**src/rtl/lphm_pkg.sv**
```systemverilog
// shared constants, types and codes for the linear probe hash map unit
package lphm_pkg;

   localparam int MAX_SLOTS_LOG2 = 10;
   localparam int SLOT_COUNT     = 1 << MAX_SLOTS_LOG2;
   localparam int KEY_W          = 32;
   localparam int VAL_W          = 32;
   localparam int CAP_W          = 4;
   localparam int LG_W           = $clog2(MAX_SLOTS_LOG2 + 1);
   localparam int MIX_SHIFT      = 16;
   localparam logic [KEY_W-1:0] MIX_MULT  = 32'h045d_9f3b;
   localparam logic [CAP_W-1:0] CAP_RESET = 4'd10;

   localparam int FIFO_DEPTH = 2;
   localparam int FIFO_PTR_W = $clog2(FIFO_DEPTH);
   localparam int FIFO_CNT_W = FIFO_PTR_W + 1;

   // request codes
   localparam logic REQ_SET = 1'b0;
   localparam logic REQ_GET = 1'b1;

   typedef logic [MAX_SLOTS_LOG2-1:0] slot_idx_type;

   typedef struct packed {
      logic             req_type;
      logic [KEY_W-1:0] key;
      logic [VAL_W-1:0] write_value;
      slot_idx_type     start_slot;
   } job_type;

   typedef struct packed {
      logic full;
      logic empty;
   } fifo_status_type;

   typedef struct packed {
      logic clearing;
      logic probing;
   } back_status_type;

endpackage

```
**src/rtl/lphm_front.sv**
```systemverilog
// request front: takes a beat, runs the key mix over a shared multiplier, queues the job
module lphm_front (
   input  logic                           clock,
   input  logic                           reset,
   input  logic                           start,
   output logic                           busy,
   input  logic                           req_type,
   input  logic [lphm_pkg::KEY_W-1:0]     req_key,
   input  logic [lphm_pkg::VAL_W-1:0]     req_write_value,
   input  lphm_pkg::back_status_type      back_status,
   input  lphm_pkg::fifo_status_type      fifo_status,
   output logic                           push,
   output lphm_pkg::job_type              push_data
);

   typedef enum logic [3:0] {
      F_IDLE = 4'b0001,
      F_MIX1 = 4'b0010,
      F_MIX2 = 4'b0100,
      F_PUSH = 4'b1000
   } front_state_type;

   front_state_type                state_ff, state_in;
   logic                           req_type_ff, req_type_in;
   logic [lphm_pkg::KEY_W-1:0]     key_ff, key_in;
   logic [lphm_pkg::VAL_W-1:0]     value_ff, value_in;
   logic [lphm_pkg::KEY_W-1:0]     hash_ff, hash_in;
   logic [lphm_pkg::KEY_W-1:0]     mix_src;
   logic [lphm_pkg::KEY_W-1:0]     mix_x;
   logic [lphm_pkg::KEY_W-1:0]     mix_prod;

   assign busy = (state_ff != F_IDLE) || back_status.clearing;

   // one xor-shift and multiply per cycle; the last pass uses only the xor-shift
   assign mix_src  = (state_ff == F_MIX1) ? key_ff : hash_ff;
   assign mix_x    = (mix_src >> lphm_pkg::MIX_SHIFT) ^ mix_src;
   assign mix_prod = lphm_pkg::KEY_W'(mix_x * lphm_pkg::MIX_MULT);

   assign push                  = (state_ff == F_PUSH) && !fifo_status.full;
   assign push_data.req_type    = req_type_ff;
   assign push_data.key         = key_ff;
   assign push_data.write_value = value_ff;
   assign push_data.start_slot  = mix_x[lphm_pkg::MAX_SLOTS_LOG2-1:0];

   always_comb begin
      state_in    = state_ff;
      req_type_in = req_type_ff;
      key_in      = key_ff;
      value_in    = value_ff;
      hash_in     = hash_ff;
      case (state_ff)
         F_IDLE: begin
            if (start && !busy) begin
               req_type_in = req_type;
               key_in      = req_key;
               value_in    = req_write_value;
               state_in    = F_MIX1;
            end
         end
         F_MIX1: begin
            hash_in  = mix_prod;
            state_in = F_MIX2;
         end
         F_MIX2: begin
            hash_in  = mix_prod;
            state_in = F_PUSH;
         end
         F_PUSH: begin
            if (!fifo_status.full) begin
               state_in = F_IDLE;
            end
         end
         default: begin
            state_in = F_IDLE;
         end
      endcase
   end

   always_ff @(posedge clock) begin
      if (reset) begin
         state_ff <= F_IDLE;
      end else begin
         state_ff <= state_in;
      end
   end

   always_ff @(posedge clock) begin
      req_type_ff <= req_type_in;
      key_ff      <= key_in;
      value_ff    <= value_in;
      hash_ff     <= hash_in;
   end

endmodule

```
**config.mk**
```make
export PLATFORM = sky130hd
export DESIGN_NAME = lphm_front
export DESIGN_NICKNAME = d
export VERILOG_FILES = /design/src/rtl/lphm_pkg.sv /design/src/rtl/lphm_front.sv
export SDC_FILE = /design/constraint.sdc
export NUM_CORES = 1
export LEC_CHECK = 0
export BUFFER_PORTS_ARGS = -buffer_cell sky130_fd_sc_hd__buf_4
export CAP_MARGIN = 20
export CELL_PAD_IN_SITES_DETAIL_PLACEMENT = 2
export CELL_PAD_IN_SITES_GLOBAL_PLACEMENT = 2
export CORE_MARGIN = 4
export CORE_UTILIZATION = 36
export CTS_CLUSTER_DIAMETER = 60
export DETAILED_ROUTE_END_ITERATION = 12
export MAX_ROUTING_LAYER = met4
export PLACE_DENSITY = 0.75
export SLEW_MARGIN = 15
export SYNTH_ARGS = -nofsm -noshare
export SYNTH_HDL_FRONTEND = slang
export SYNTH_SLANG_ARGS = --single-unit
```
**constraint.sdc**
```tcl
create_clock -name clock -period 7.25 [get_ports clock]
set_input_delay 0.725 -clock clock [delete_from_list [all_inputs] [get_ports clock]]
set_output_delay 0.725 -clock clock [all_outputs]
set_load 0.01 [all_outputs]
```
Yosys cells after proc, flatten, opt, wreduce, memory -nomap -nowiden
Cells that the tools add are included.
Word-level totals
  register bits: 101
  logic and storage cells: 26
  bits of input ports: 72
Cells by class
  mux-type cells: 4
  reductions and logical operators: 8
  bitwise logic cells: 1
  eq/ne operators: 7
  $mul: 1
Operator list (count)
  32-bit by 27-bit multiplier with 32-bit output (second input constant): 1
  32-bit two-way mux: 1
  16-bit by 32-bit XOR with 32-bit output: 1
  4-bit case mux with 4 select lines: 1
  4-bit two-way mux: 2
  4-bit by 1-bit == test with 1-bit output (second input constant): 1
  4-bit by 2-bit == test with 1-bit output (second input constant): 1
  4-bit by 3-bit == test with 1-bit output (second input constant): 1
  4-bit == test (second input constant): 1
  2-bit != test (second input constant): 2
  4-bit by 1-bit != test with 1-bit output (second input constant): 1
  2-bit AND reduction: 2
  1-bit logical AND: 2
  1-bit logical NOT: 2
  2-bit OR reduction: 1
  1-bit logical OR: 1

Longest topological paths before layout
  depth in word-level cells: 6
  gate-level depth with buffers: 30
  depth with buffers taken out: 27

Worst setup path after synthesis
No wires, ideal clock.
  path type: reg2reg
  start: register state_ff[0]
  end: register hash_ff[30] (netlist name), data pin
  setup time: 266 ps
  arrival: 7565 ps
  slack: -581 ps
  cell stages (with the launch flop): 28
  data required time: 6984 ps
  cell sequence: dfxtp_1 -> buf_6 -> nor4b_4 -> buf_8 -> buf_6 -> buf_6 -> mux2_2 -> xnor2_1 -> ha_1 -> inv_1 -> fa_1 -> inv_1 -> fa_1 -> inv_1 -> fa_1 -> inv_1 -> fa_1 -> fa_1 -> inv_1 -> fa_1 -> inv_1 -> ha_1 -> and4_1 -> a221o_1 -> a21o_1 -> a21oi_2 -> nor3_1 -> or3b_1
RTL lines
  from (decl): line lphm_front.sv:23  | front_state_type state_ff, state_in;
  from (signal assigned): line lphm_front.sv:83  | state_ff <= state_in;
  to (signal assigned): line lphm_front.sv:91  | hash_ff <= hash_in;
  to (decl): line lphm_front.sv:27  | logic [lphm_pkg::KEY_W-1:0] hash_ff, hash_in;

Final worst setup path
  start: register state_ff[2]
  end: register hash_ff[31] (netlist name), data pin
Between the ends
  longest elaborated chain between the ends: 4
Ends and longest elaborated chain
  4-bit by 2-bit == test with 1-bit output: line lphm_front.sv:35  | assign mix_src = (state_ff == F_MIX1) ? key_ff : hash_ff;
  32-bit two-way mux: line lphm_front.sv:35
  16-bit by 32-bit XOR with 32-bit output: line lphm_front.sv:36  | assign mix_x = (mix_src >> lphm_pkg::MIX_SHIFT) ^ mix_src;
  32-bit by 27-bit multiplier with 32-bit output: line lphm_front.sv:37  | assign mix_prod = lphm_pkg::KEY_W'(mix_x * lphm_pkg::MIX_MULT);
  net mix_prod, one bit: line lphm_front.sv:30  | logic [lphm_pkg::KEY_W-1:0] mix_prod;
The timed path passes the listed nets, and every way through them passes these cells.
A chain may end at the register's enable or synchronous reset.

==> impl_metrics.csv <==
group,metric,value,unit
timing,slew_violations,0,
setup_path,startpoint_type,"flop",
global_routing,pin_count_of_the_biggest_net_entering_global_routing,65,
route,tritonroute_pass_1_iters,5,
clocking,cts-hold-fix-buffers,0,
route,drtIter0Drc,452,
cells_and_area,area.sequential,3000,um2
route,routedWlPerCell,23.7,um
placement,post-dp-hpwl,39600,um
floorplanning,initial_core_util,0.366,
clocking,path_clk_slew,0.07,ns
floorplanning,io-pin-count,149,
setup_path,crit_required,7.36,ns
floorplanning,dieWidth,199,um
setup_path,timing.critical_path.mode_cell,"sky130_fd_sc_hd__inv_2",
clocking,cts-root-to-sink-buffers,2,
hold_path,whs_path_depth,1,
timing,relSlewSlack,0.435,
placement,globalplace.congestion,0.909,
route,met3_length,1490,um
timing,final_min_period_over_clock_period,1.02,
yosys,top_cell_type_s_share_of_synthesized_area,0.321,
cells_and_area,multiInputGateArea,8920,um2
cells_and_area,layout.core_utilization,0.464,
timing,rsz_0062_raised_after_global_routing,"yes",
setup_path,critical_path.top_delay_family,"adder cells",
timing,max_clock_freq,136,MHz
timing,hold-worst-slack,0.531,ns
yosys,synth_enable_flop_cells,97,
setup_path,worst-path-stages,28,
cells_and_area,area.growth.synth_to_final,26.6,%
yosys,synth-async-reset-ratio,0,
setup_path,worst_r2r_path_depth,28,
route,num_vias,9379,
setup_path,cp-end-kind,"flop",
hold_path,min-delay-path-class,"input pin to flop",
job,max_cap_violations,0,
timing,timing_hold_violations_final,0,
clocking,cts_tree,"yes",
setup_path,worst-endpoint-arrival,7.47,ns
yosys,ys.flop_type,"sky130_fd_sc_hd__edfxtp_1",
setup_path,critical-path-max-stage-delay,0.57,ns
setup_path,worst_r2r_endpoint,"hash_ff[31]",
setup_path,cp_slowest_cell,"sky130_fd_sc_hd__fa_2",
clocking,clock_buffer_count_from_cts,9,
floorplanning,placementRows,69,
timing,setup_viol,8,
timing,layout_min_cycle_time,7.36,ns
route,top_layer,"met4",
cells_and_area,post_route_cells_drive_above_1_share,0.275,
route,antenna_violating_nets_post_route,0,
clocking,clock-sinks,101,
cells_and_area,post_route_standard_cell_area_excluding_fillers,16600,um2
hold_path,holdCritStartpoint,"req_key[11]",
setup_path,category_of_the_most_critical_setup_path,"flop to flop",
floorplanning,design.core.area,35700,um2
yosys,area_contributors_post_synth,"sky130_fd_sc_hd__fa_1, sky130_fd_sc_hd__edfxtp_1, sky130_fd_sc_hd__ha_1, sky130_fd_sc_hd__inv_1, sky130_fd_sc_hd__xnor2_1",
placement,buffer_ports.inserted,146,
route,vias_per_cell,4.80,
route,route.met2.wl,23600,um
yosys,syn-instance-count,1190,
route,drc_violations_left,0,
setup_path,regToRegStartpoint,"state_ff[2]",
yosys,synth.distinct_cells,54,
global_routing,grt_pass1_wl,67300,um
outcome,violations,"setup timing",
yosys,synth_warnings,0,
clocking,ctsRootBufferMaster,"sky130_fd_sc_hd__clkbuf_16",
hold_path,min_to,"key_ff[11]",
timing,finClkSkew,0.0105,ns
timing,tightestPinTransition,0.848,ns
global_routing,grt_overall_usage,0.239,
outcome,status,"complete, but fails checks",
yosys,mappedNetlistNets,1634,
setup_path,cp_max_fo,4,
floorplanning,floorplan.die_area,39500,um2
timing,fin_ws,-0.114,ns
timing,fin_setup_tns,-0.438,ns
route,wl_met1,20100,um
cells_and_area,fin_nets,1931,
floorplanning,die-height,199,um
yosys,syn_avg_cell_area,11.0,um2
route,routed_wl,46200,um
yosys,synth-seq-area-share,0.229,
yosys,ys_ff_latch,101,
global_routing,global_route.overflow_total,0,
cells_and_area,layout.filler_cells,3731,
global_routing,first_global_vias,11036,
cells_and_area,insertedDiodeCount,0,
placement,area_post_placement,15700,um2
setup_path,cp.buffers_inverters,10,
yosys,synth_area_leader_cell,"sky130_fd_sc_hd__fa_1",
setup_path,rrSetupSlack,-0.11,ns
clocking,cts-htree-levels,3,
global_routing,antenna_violations_before_repair,0,
yosys,syn-cell-area,13100,um2
clocking,worst_skew_pair.late_latency,0.36,ns
worst max-delay path by stage:
stage | start | endpoint | slack, ns
finish | state_ff[2] | hash_ff[31] | -0.11
global route | state_ff[2] | hash_ff[31] | -0.36
CTS | state_ff[0] | hash_ff[31] | -0.07
detailed placement | state_ff[2] | hash_ff[31] | -0.35
global placement | state_ff[2] | hash_ff[31] | -0.11
floorplan | state_ff[0] | hash_ff[30] | -0.02
stage by stage:
step	std cells	setup slack, ns
floorplan	1190	-0.0155
finish	1953	-0.114
detailed placement	1913	-0.348
global route	1953	-0.359
CTS	1939	-0.0671
global placement	1913	-0.108
what timing repair did:
action,in CTS,in global routing
setup buffers,10,13
endpoints found under the setup margin,11,15
cloned,0,1
gates resized for setup,53,29
pin swaps,22,14
flip-flops by register name, summed over array words and instances, names as in the netlist:
signal / count
hash_ff: 32
key_ff: 32
value_ff: 32
state_ff: 4
req_type_ff: 1
worst register-to-register path, delay by kind of cell (launching register included):
kind / cells / cell delay, ns
AOI/OAI and AO/OA: 6 / 1.14
xor gates and xnor gates: 2 / 0.48
adders and majority gates: 8 / 3.52
buffers and inverters: 10 / 1.07
DFF: 1 / 0.34
muxes: 1 / 0.19
and+or+nand+nor: 1 / 0.37
cells in the mapped netlist (3+ instances only):
cell type                    n
sky130_fd_sc_hd__dfxtp_1     4
sky130_fd_sc_hd__o21bai_1    3
sky130_fd_sc_hd__xnor2_2     6
sky130_fd_sc_hd__xor2_1     24
sky130_fd_sc_hd__o211ai_1    3
sky130_fd_sc_hd__ha_1      162
sky130_fd_sc_hd__o21a_1     11
sky130_fd_sc_hd__nor3_1      8
sky130_fd_sc_hd__nand2_1    22
sky130_fd_sc_hd__a21o_1      9
sky130_fd_sc_hd__mux2i_1    18
sky130_fd_sc_hd__nand2b_1    3
sky130_fd_sc_hd__nor2b_1     5
sky130_fd_sc_hd__a21oi_1    25
sky130_fd_sc_hd__buf_4       3
sky130_fd_sc_hd__buf_6       4
sky130_fd_sc_hd__or2_1       3
sky130_fd_sc_hd__mux2_2     13
sky130_fd_sc_hd__inv_2       5
sky130_fd_sc_hd__edfxtp_1   97
sky130_fd_sc_hd__xnor2_1    68
sky130_fd_sc_hd__o21ai_0    18
sky130_fd_sc_hd__inv_1     400
sky130_fd_sc_hd__nor2_1     26
sky130_fd_sc_hd__fa_1      210
cell families after synthesis:
| group | Yosys count | synth area share |
|---|---|---|
| compound gates | 87 | 0.0440 |
| buf+inv | 415 | 0.123 |
| flops | 101 | 0.229 |
| xor+xnor | 98 | 0.0690 |
| mux | 32 | 0.0260 |
| fa+ha+maj | 372 | 0.476 |
| simple gates | 85 | 0.0335 |
layer usage:
metal  GRT usage  up-vias
li1            -     4208
met3      0.0229       39
met2       0.405      210
met1       0.316     4922
met4      0.0494        0
met5           -        -
placed cells by master (no fill, tap or decap), types with 9 or more instances in the layout:
cell and count:
sky130_fd_sc_hd__edfxtp_1 97, sky130_fd_sc_hd__fa_2 9, sky130_fd_sc_hd__a21o_1 9, sky130_fd_sc_hd__inv_2 17
sky130_fd_sc_hd__o21a_1 11, sky130_fd_sc_hd__nand2_1 22, sky130_fd_sc_hd__xor2_1 20, sky130_fd_sc_hd__o21ai_0 14
sky130_fd_sc_hd__fa_1 201, sky130_fd_sc_hd__mux2_2 12, sky130_fd_sc_hd__nor2_1 25, sky130_fd_sc_hd__inv_1 386
sky130_fd_sc_hd__ha_1 149, sky130_fd_sc_hd__clkbuf_16 10, sky130_fd_sc_hd__ha_4 12, sky130_fd_sc_hd__xnor2_1 64
sky130_fd_sc_hd__mux2i_1 11, sky130_fd_sc_hd__buf_4 286, sky130_fd_sc_hd__a21oi_1 19
final cells by class:
class,instances,share of cell area
Clock buffer,13,0.0151
Clock inverter,3,0.00128
Inverter,407,0.0926
Multi-Input combinational cell,674,0.538
Sequential cell,101,0.181
Tap cell,461,0.0348
Timing Repair Buffer,294,0.137
Power is left out: the tool's default activity adds up to more than one toggle a clock period on the data nets, which glitch-free logic cannot reach.
