===== src/rtl/lphm_pkg.sv =====
// shared constants, types and codes for the linear probe hash map unit
package lphm_pkg;

   localparam int MAX_SLOTS_LOG2 = 10;
   localparam int SLOT_COUNT     = 1 << MAX_SLOTS_LOG2;
   localparam int KEY_W          = 32;
   localparam int VAL_W          = 32;
   localparam int CAP_W          = 4;
   localparam int LG_W           = $clog2(MAX_SLOTS_LOG2 + 1);
   localparam int MIX_SHIFT      = 16;
   localparam logic [KEY_W-1:0] MIX_MULT  = 32'h045d_9f3b;
   localparam logic [CAP_W-1:0] CAP_RESET = 4'd10;

   localparam int FIFO_DEPTH = 2;
   localparam int FIFO_PTR_W = $clog2(FIFO_DEPTH);
   localparam int FIFO_CNT_W = FIFO_PTR_W + 1;

   // request codes
   localparam logic REQ_SET = 1'b0;
   localparam logic REQ_GET = 1'b1;

   typedef logic [MAX_SLOTS_LOG2-1:0] slot_idx_type;

   typedef struct packed {
      logic             req_type;
      logic [KEY_W-1:0] key;
      logic [VAL_W-1:0] write_value;
      slot_idx_type     start_slot;
   } job_type;

   typedef struct packed {
      logic full;
      logic empty;
   } fifo_status_type;

   typedef struct packed {
      logic clearing;
      logic probing;
   } back_status_type;

endpackage


===== src/rtl/lphm_fifo.sv =====
// short job queue between the hashing front and the probing back
module lphm_fifo (
   input  logic                      clock,
   input  logic                      reset,
   input  logic                      push,
   input  lphm_pkg::job_type         push_data,
   input  logic                      pop,
   output lphm_pkg::job_type         head,
   output lphm_pkg::fifo_status_type status
);

   lphm_pkg::job_type                  entry_ff [lphm_pkg::FIFO_DEPTH];
   logic [lphm_pkg::FIFO_PTR_W-1:0]    wr_ptr_ff, wr_ptr_in;
   logic [lphm_pkg::FIFO_PTR_W-1:0]    rd_ptr_ff, rd_ptr_in;
   logic [lphm_pkg::FIFO_CNT_W-1:0]    count_ff, count_in;

   always_comb begin
      wr_ptr_in = wr_ptr_ff;
      rd_ptr_in = rd_ptr_ff;
      count_in  = count_ff;
      if (push) begin
         wr_ptr_in = wr_ptr_ff + 1'b1;
      end
      if (pop) begin
         rd_ptr_in = rd_ptr_ff + 1'b1;
      end
      if (push && !pop) begin
         count_in = count_ff + 1'b1;
      end else if (pop && !push) begin
         count_in = count_ff - 1'b1;
      end
   end

   always_ff @(posedge clock) begin
      if (reset) begin
         wr_ptr_ff <= '0;
         rd_ptr_ff <= '0;
         count_ff  <= '0;
      end else begin
         wr_ptr_ff <= wr_ptr_in;
         rd_ptr_ff <= rd_ptr_in;
         count_ff  <= count_in;
      end
   end

   always_ff @(posedge clock) begin
      if (push) begin
         entry_ff[wr_ptr_ff] <= push_data;
      end
   end

   assign head         = entry_ff[rd_ptr_ff];
   assign status.full  = (count_ff == lphm_pkg::FIFO_CNT_W'(lphm_pkg::FIFO_DEPTH));
   assign status.empty = (count_ff == '0);

endmodule


===== config.mk =====
export PLATFORM = sky130hd
export DESIGN_NAME = lphm_fifo
export DESIGN_NICKNAME = d
export VERILOG_FILES = /design/src/rtl/lphm_pkg.sv /design/src/rtl/lphm_fifo.sv
export SDC_FILE = /design/constraint.sdc
export NUM_CORES = 1
export LEC_CHECK = 0
export CORE_MARGIN = 3
export CORE_UTILIZATION = 35
export CTS_CLUSTER_DIAMETER = 50
export CTS_CLUSTER_SIZE = 25
export DETAILED_ROUTE_END_ITERATION = 16
export DONT_BUFFER_PORTS = 1
export HOLD_SLACK_MARGIN = 0.15
export PLACE_DENSITY_LB_ADDON = 0.08
export SLEW_MARGIN = 20
export SYNTH_ARGS = -nofsm -noshare
export SYNTH_HDL_FRONTEND = slang
export SYNTH_SLANG_ARGS = --single-unit
export TNS_END_PERCENT = 10

===== constraint.sdc =====
create_clock -name clock -period 14.58 [get_ports clock]
set_input_delay 2.916 -clock clock [delete_from_list [all_inputs] [get_ports clock]]
set_output_delay 2.916 -clock clock [all_outputs]
set_load 0.02 [all_outputs]

After elaboration in Yosys (flattened, before gate mapping)
Memories as Yosys holds them, arrays and structs flattened. A register that Yosys moved wholly into a read port is not among the register bits.
Cells that the tools add are included.
- add/sub/neg operators: 4
- equality and inequality tests: 1
- mux-type cells: 6
- reduce and logical (&&, ||, !) cells: 6
- operators by type and width (operator ; count):
    2-to-1 mux 1 bit ; 4
    2-to-1 mux 2 bit ; 2
    adder 1 bit (second input constant) ; 2
    adder 2 x 1 -> 2 bit (second input constant) ; 1
    equality test 2 bit (second input constant) ; 1
    logical AND 1 bit ; 2
    zero test 1 bit ; 2
    zero test 2 bit ; 1
    nonzero test 2 bit ; 1
    subtractor 2 x 1 -> 2 bit (second input constant) ; 1
- register bits after elaboration: 4
- bits in writable memories: 150
- input port bits: 79
- logic and storage cells: 21
- memories: 1
- memory list (memory ; words ; width ; rd ports ; clocked after Yosys merged registers in ; write ports ; line ; text):
    entry_ff ; 2 ; 75 ; 1 ; 1 ; 1 ; lphm_fifo.sv:12 ; lphm_pkg::job_type entry_ff [lphm_pkg::FIFO_DEPTH];

Longest topological paths before layout
Gate-level depths: netlist of run 1.
- depth in word-level cells: 4
- gate-level depth with buffers: 5
- mapped depth without buffers: 5

Worst setup path before layout of run 1
Ideal clock, no wire load.
- path kind: input port to flip-flop
- from: input push
- to: memory entry_ff[0][0] (netlist bit) (enable)
- library setup time: 518 ps
- arrival: 6200 ps
- required time: 14062 ps
- slack: 7862 ps
- stages on the path: 1
- cell sequence: nor2b_1
- cells in the longest elaborated chain, start to end: 2
- ends and longest elaborated chain (what ; line ; text):
    start: declaration ; lphm_fifo.sv:5 ; input logic push,
    2-to-1 mux 1 bit ; lphm_fifo.sv:47 ; if (push) begin
    2-to-1 mux 1 bit (not written as such) ; lphm_fifo.sv:48 ; entry_ff[wr_ptr_ff] <= push_data;
    end: declaration ; lphm_fifo.sv:12 ;
Every way passes these cells.

==> results.md, run 1 <==
* Fmax at ~200 MHz
* Max FO, Critical Path at between 70 and 80
* CTS Hold Bufs at 0
* Mapped Avg Cell Area at 22.1 um2
* Placer congestion estimate at 0.666
* Net switching power figure at approximately 0.00023 W
* Clock Skews at between 0.005 and 0.006 ns
* Final Critical Period at just under 5 ns
* Bufs and invs on worst path at 0
* Switch share at between 20% and 30%
* Pwr per Cell Area at 163 mW/mm2
* Clock buffer depth at 2
* Critical Path Stages at 1
* Status: completed
* FF-to-FF End: entry_ff[0][14]
* Max-slew headroom at between 20% and 30%
* Mapped Nets at around 340
* Adder-Cell Fraction of Synth Area at less than 1%
* Post-CTS sizing at 0
* Commonest non-fill, non-tap cell in the layout: edfxtp_1
* Cell count of the worst hold path at 2
* Max-cap violation count at 0
* Ant. Diodes at 0
* Post-Route WL at 9880 um
* Total GRT Usage at 11.4%
* Post-synthesis mux area share at 15.0%
* Compound-cell area share of the yosys netlist at less than 1%
* Total power at roughly 0.0010 W
* Final slew viol count at 0
* Root buffer cell: clkbuf_16
* Clock insertion delay at the later pin of the skew report at 0.41 ns
* Pin count of the biggest net entering global routing at 76
* Startpoint types: register
* Initial antenna violation count at 0
* Reg2Reg Launch Point: wr_ptr_ff
* CTS tree: yes
* Area grow syn2layout at 14.6%
* GRT overflow at 0
* Largest area contributor in the netlist: edfxtp_1
* Number of port buffers at 0
* Synth unique cells at 17
* Most frequent cells in the layout: edfxtp_1, mux2_2, clkbuf_16
* Post-synthesis xor/xnor area fraction at less than 1%
* Worst-path cell chain: mux2_2
* Crit path capture: head[28]
* VDD IR max at a little under 70 uV
* # IOs at approximately 160
* Number of remaining DRC errors at 0
* Top Family by Delay on Critical Path: flip-flops
* Via count at roughly 2300
* Global-route wire length before repair at 14800 um
* Synth top area share at between 80% and 90%
* Post-CTS Setup Inserts at 0
* DIE WIDTH at roughly 130 um
* Combinational Power Share at slightly above 8%
* H-tree levels at 4
* Die extent in y at ~130 um
* Critical path arrival at just over 2 ns
* Max incr delay on CP at 1.00 ns
* TritonRoute pass-1 iters at 4
* Main combinational cell family by area after synthesis: multiplexers
* Setup CP Type: reg2out
* Crit-path slowest cell: dfxtp_4
* Largest cells by area after synthesis: edfxtp_1, mux2_2, dfxtp_1
* Leak at between 2 and 2.5 nW
* DR vias/cell at around 4.7
* CORE AREA at between 0.015 and 0.02 mm2
* Critical Path RT at between 10 and 15 ns
* Fin crit share at between 30% and 40%
* CP endpoint kind: output port
* Final setup vio count at 0
* CTS Buf Count at 17
* RSZ-0062 raised after global routing: no
* Simple-Gate Fraction of Synth Area at less than 1%
* Seq/Total Area, Yosys at slightly above 80%
* Antenna viol nets, final at 0
* Vias in the first global route at roughly 2500
* Int Power at 0.000815 W
* Clock power share at about two fifths
* Worst hold path class: reg2reg
* Worst-path clk slew at around 0.06 ns
* R2r worst-path depth at 2
* DP HPWL at approximately 5900 um
* Share of layout cells above drive strength 1 at a little under two fifths
* Fin nets at approximately 350
* FP Rows at 45
* Post-Synthesis Cells at 255
* Worst slew pin tran at 1.10 ns
* Setup TNS Final at 0 ns
* Clock tree sinks at 155
* DIE AREA at about 0.018 mm2
* Synth warnings at 0
* Hold Fails Final Rpt at 0
* Seq pwr share at 50.9%
* Starting Density at 36.4%
* R2R setup slack at around 12 ns
* Synth Cell Area at roughly 0.0056 mm2
* 1st-iter DRT viols at ~100
* Seq cells post-synth at about 160
* Wire per inst at 20.1 um
metrics by stage:
step | instance area (um2) | std cells | hold slack [ns] | util, % | setup slack [ns]
floorplan | 5630 | 255 | 0.461 | - | 7.86
global placement | 5840 | 459 | 0.477 | 37.7 | 9.81
detailed placement | 5870 | 460 | 0.504 | 37.9 | 9.80
CTS | 6450 | 492 | 0.513 | 41.7 | 9.56
global route | 6450 | 492 | 0.543 | 41.7 | 9.52
finish | 6450 | 492 | 0.510 | 41.7 | 9.62
power groups by stage:
stage | sequential (W) | clock, W | combinational, W
after floorplan | 0.000536 | 0 | 0.0000818
after global placement | 0.000544 | 0 | 0.0000866
after detailed placement | 0.000544 | 0 | 0.0000875
after CTS | 0.000535 | 0.000443 | 0.0000880
after global routing | 0.000538 | 0.000460 | 0.0000908
final | 0.000534 | 0.000430 | 0.0000851
area by class of cell:
cell class	count	area [um2]
fill	1404	9030
sequential	155	4610
multi-input combinational	91	958
clock buffer	19	433
tap	211	264
clock inverter	13	150
timing repair buffer	2	35.0
inverter	1	3.75
logic make-up (layout without fill, tap and decap cells):
group	after synthesis	in the layout
xor gates and xnor gates	4	4
and+or+nand+nor	9	9
DFF	155	155
muxes	75	75
AOI/OAI and AO/OA	2	2
adders and majority gates	1	1
buffers and inverters	9	35
flip-flops by register name, indices dropped and copies added (netlist names), named ones only:
signal and flops:
wr_ptr_ff 1, entry_ff 150, count_ff 2, rd_ptr_ff 1
how the worst min path moves through the flow:
stage	slack (ns)	end	from
global route	0.54	count_ff[1]	count_ff[1]
CTS	0.51	count_ff[1]	count_ff[1]
global placement	0.48	count_ff[1]	count_ff[1]
finish	0.51	count_ff[1]	count_ff[1]
detailed placement	0.50	register	rd_ptr_ff
floorplan	0.46	count_ff[1]	count_ff[1]
Yosys cell counts:
master    instances
ha_1              1
a21oi_1           1
or3_1             1
and2b_2           1
xnor2_1           2
buf_2             2
and2_1            1
buf_6             5
buf_4             1
nor2_1            5
o21ai_0           1
xor2_1            2
nor2b_1           1
dfxtp_1           5
edfxtp_1        150
mux2_2           75
inv_1             1
metal layers:
| layer | track usage, % | vias to the layer above | part of all wire (%) |
|---|---|---|---|
| li1 | - | 1028 | - |
| met1 | 12.2 | 1145 | 38 |
| met2 | 17.3 | 106 | 47 |
| met3 | 7.57 | 16 | 13 |
| met4 | 5.54 | 0 | 2.1 |
| met5 | 0 | - | 0 |
Note: power is estimated with default switching activity, not from simulation.
==> inputs of run 2 (changes only) <==
Clock period 14.58 ns to 5 ns, I/O delays scaled along.
==> run 2 against run 1 <==
- register-to-register slack lost 9.2 ns
- global-route usage is 0.051 points lower
- clock skew decreased by 0.00079 ns
- critical path depth is the same
- clock power increased to 2.6 times the previous value
- cell area decreased by 0.95%
- combinational power grew to 2.9 times the previous value
- wire length down 0.63%
- total power grew to 2.8 times the previous value
- sequential share of layout area up 0.69 points
- setup slack got worse by 7.6 ns
- highest routed layer unchanged
==> results.md, run 2 (same netlist as run 1, synthesis figures left out) <==
* Status: completed
* Max FO, Critical Path at 75 (unchanged)
* DP HPWL at 5920 um (-0.38%)
* Die extent in y at 133 um (unchanged)
* Filler cells at 1378 (-1.9%)
* CORE AREA at 0.0155 mm2 (unchanged)
* Final slew viol count at 0 (unchanged)
* Fmax at 338 MHz
* Clock buffer depth at 2 (unchanged)
* Final Util at 41.3% (-0.40 points)
* Setup TNS Final at 0 ns (unchanged)
* Top Family by Delay on Critical Path: flip-flops
* CTS Buf Count at 17 (unchanged)
* Worst slew pin tran at 1.04 ns (-0.0634 ns)
* Clock tree sinks at 155 (unchanged)
* Pin count of the biggest net entering global routing at 76 (unchanged)
* Fin nets at 348 (unchanged)
* 1st-iter DRT viols at 148 (+44%)
* Number of port buffers at 0 (unchanged)
* Pwr per Cell Area at 455 mW/mm2 (+180%)
* Fin crit share at 59.2%
* Worst-path clk slew at 0.05 ns (about the same)
* Biggest regs: entry_ff (150), count_ff (2)
* TritonRoute pass-1 iters at 4 (unchanged)
* DIE AREA at 0.0176 mm2 (unchanged)
* Most frequent cells in the layout: edfxtp_1, mux2_2, clkbuf_16
* CP endpoint kind: output port
* Worst hold path class: reg2reg
* # IOs at 156 (unchanged)
* Share of layout cells above drive strength 1 at 38.1% (unchanged)
* Critical path arrival at 1.96 ns (-0.08 ns)
* Max-cap violation count at 0 (unchanged)
* Total GRT Usage at 11.3% (-0.051 points)
* Bufs and invs on worst path at 0 (unchanged)
* H-tree levels at 4 (unchanged)
* Antenna viol nets, final at 0 (unchanged)
* Crit-path slowest cell: dfxtp_4
* Max-slew headroom at 30.8% (+4.2 points)
* GRT overflow at 0 (unchanged)
* Startpoint types: register
* Post-Route WL at 9820 um (-0.63%)
* Hold Fails Final Rpt at 0 (unchanged)
* Post-CTS sizing at 0 (unchanged)
* FP Rows at 45 (unchanged)
* CTS tree: yes
* Vias in the first global route at 2516 (+0.52%)
* Root buffer cell: clkbuf_16
* Area grow syn2layout at 13.5%
* Setup CP Type: reg2out
* CTS Hold Bufs at 0 (unchanged)
* Clock Skews at 0.00501 ns (-0.000789 ns)
* VDD IR max at 208 uV (+200%)
* Design Area, Final at 0.00639 mm2 (-0.95%)
* Commonest non-fill, non-tap cell in the layout: edfxtp_1
* DR vias/cell at 4.71 (+1.0%)
* Area post-placement at 0.00588 mm2 (+0.21%)
* Via count at 2319 (+1.0%)
* Biggest register: entry_ff
* Initial antenna violation count at 0 (unchanged)
* Global-route wire length before repair at 14800 um (+0.28%)
* Post-CTS Setup Inserts at 0 (unchanged)
* Wire per inst at 20.0 um (-0.63%)
* Number of remaining DRC errors at 0 (unchanged)
* Worst-path cell chain: mux2_2
* Critical Path Stages at 1 (unchanged)
* Leak at 2.06 nW (-1.0%)
* Max incr delay on CP at 1.04 ns (+0.04 ns)
* Ant. Diodes at 0 (unchanged)
* Final Critical Period at a little under 3 ns
* R2r worst-path depth at 2 (unchanged)
* RSZ-0062 raised after global routing: no
* Placer congestion estimate at 0.693 (+4.1%)
* Critical Path RT at 4.00 ns (-7.66 ns)
* Max FFs per register at 150 (unchanged)
* Clock insertion delay at the later pin of the skew report at 0.41 ns (about the same)
* Cell count of the worst hold path at 2 (unchanged)
* DIE WIDTH at 133 um (unchanged)
* Final setup vio count at 0 (unchanged)
* Starting Density at 36.4% (unchanged)
## run 2: layout make-up
| type | count | area (um2) | share of cell area (%) |
|---|---|---|---|
| sequential | 155 | 4610 | 72.1 |
| multi-input combinational | 91 | 958 | 15.0 |
| clock buffer | 18 | 429 | 6.71 |
| tap | 211 | 264 | 4.13 |
| clock inverter | 14 | 80.1 | 1.25 |
| timing repair buffer | 2 | 47.5 | 0.744 |
| inverter | 1 | 3.75 | 0.0587 |
## run 2: worst paths after layout
check | startpoint | to | slack (ns)
max | register | head[58] | 2.04
min | rd_ptr_ff | register | 0.51
max reg2reg | wr_ptr_ff | entry_ff[0][14] | 3.21
min reg2reg | rd_ptr_ff | register | 0.51
## run 2: metrics by stage
stage | instances | hold slack, ns | power [W] | setup WS [ns]
after detailed placement | 460 | 0.496 | 0.00184 | 2.37
after floorplan | 255 | 0.461 | 0.00180 | 0.198
after global placement | 459 | 0.476 | 0.00184 | 2.36
final | 492 | 0.512 | 0.00291 | 2.04
after global routing | 492 | 0.546 | 0.00302 | 1.89
after CTS | 492 | 0.512 | 0.00296 | 1.92
## run 2: metal layers
| metal | vias up | part of all wire [%] | global-route usage (%) |
|---|---|---|---|
| li1 | 1030 | - | - |
| met1 | 1171 | 37 | 12.3 |
| met2 | 101 | 48 | 17.2 |
| met3 | 17 | 14 | 7.53 |
| met4 | 0 | 1.7 | 5.37 |
| met5 | - | 0 | 0 |
## run 2: worst reg2reg max path, stage by stage (launching register included)
cell	delay, ns
dfxtp_1	0.35
nor2b_4	0.70
buf_12	0.34
## run 2: power by group
group          internal [W]  switching (W)
Sequential          0.00152      0.0000409
Clock              0.000624       0.000477
Combinational     0.0000845       0.000165
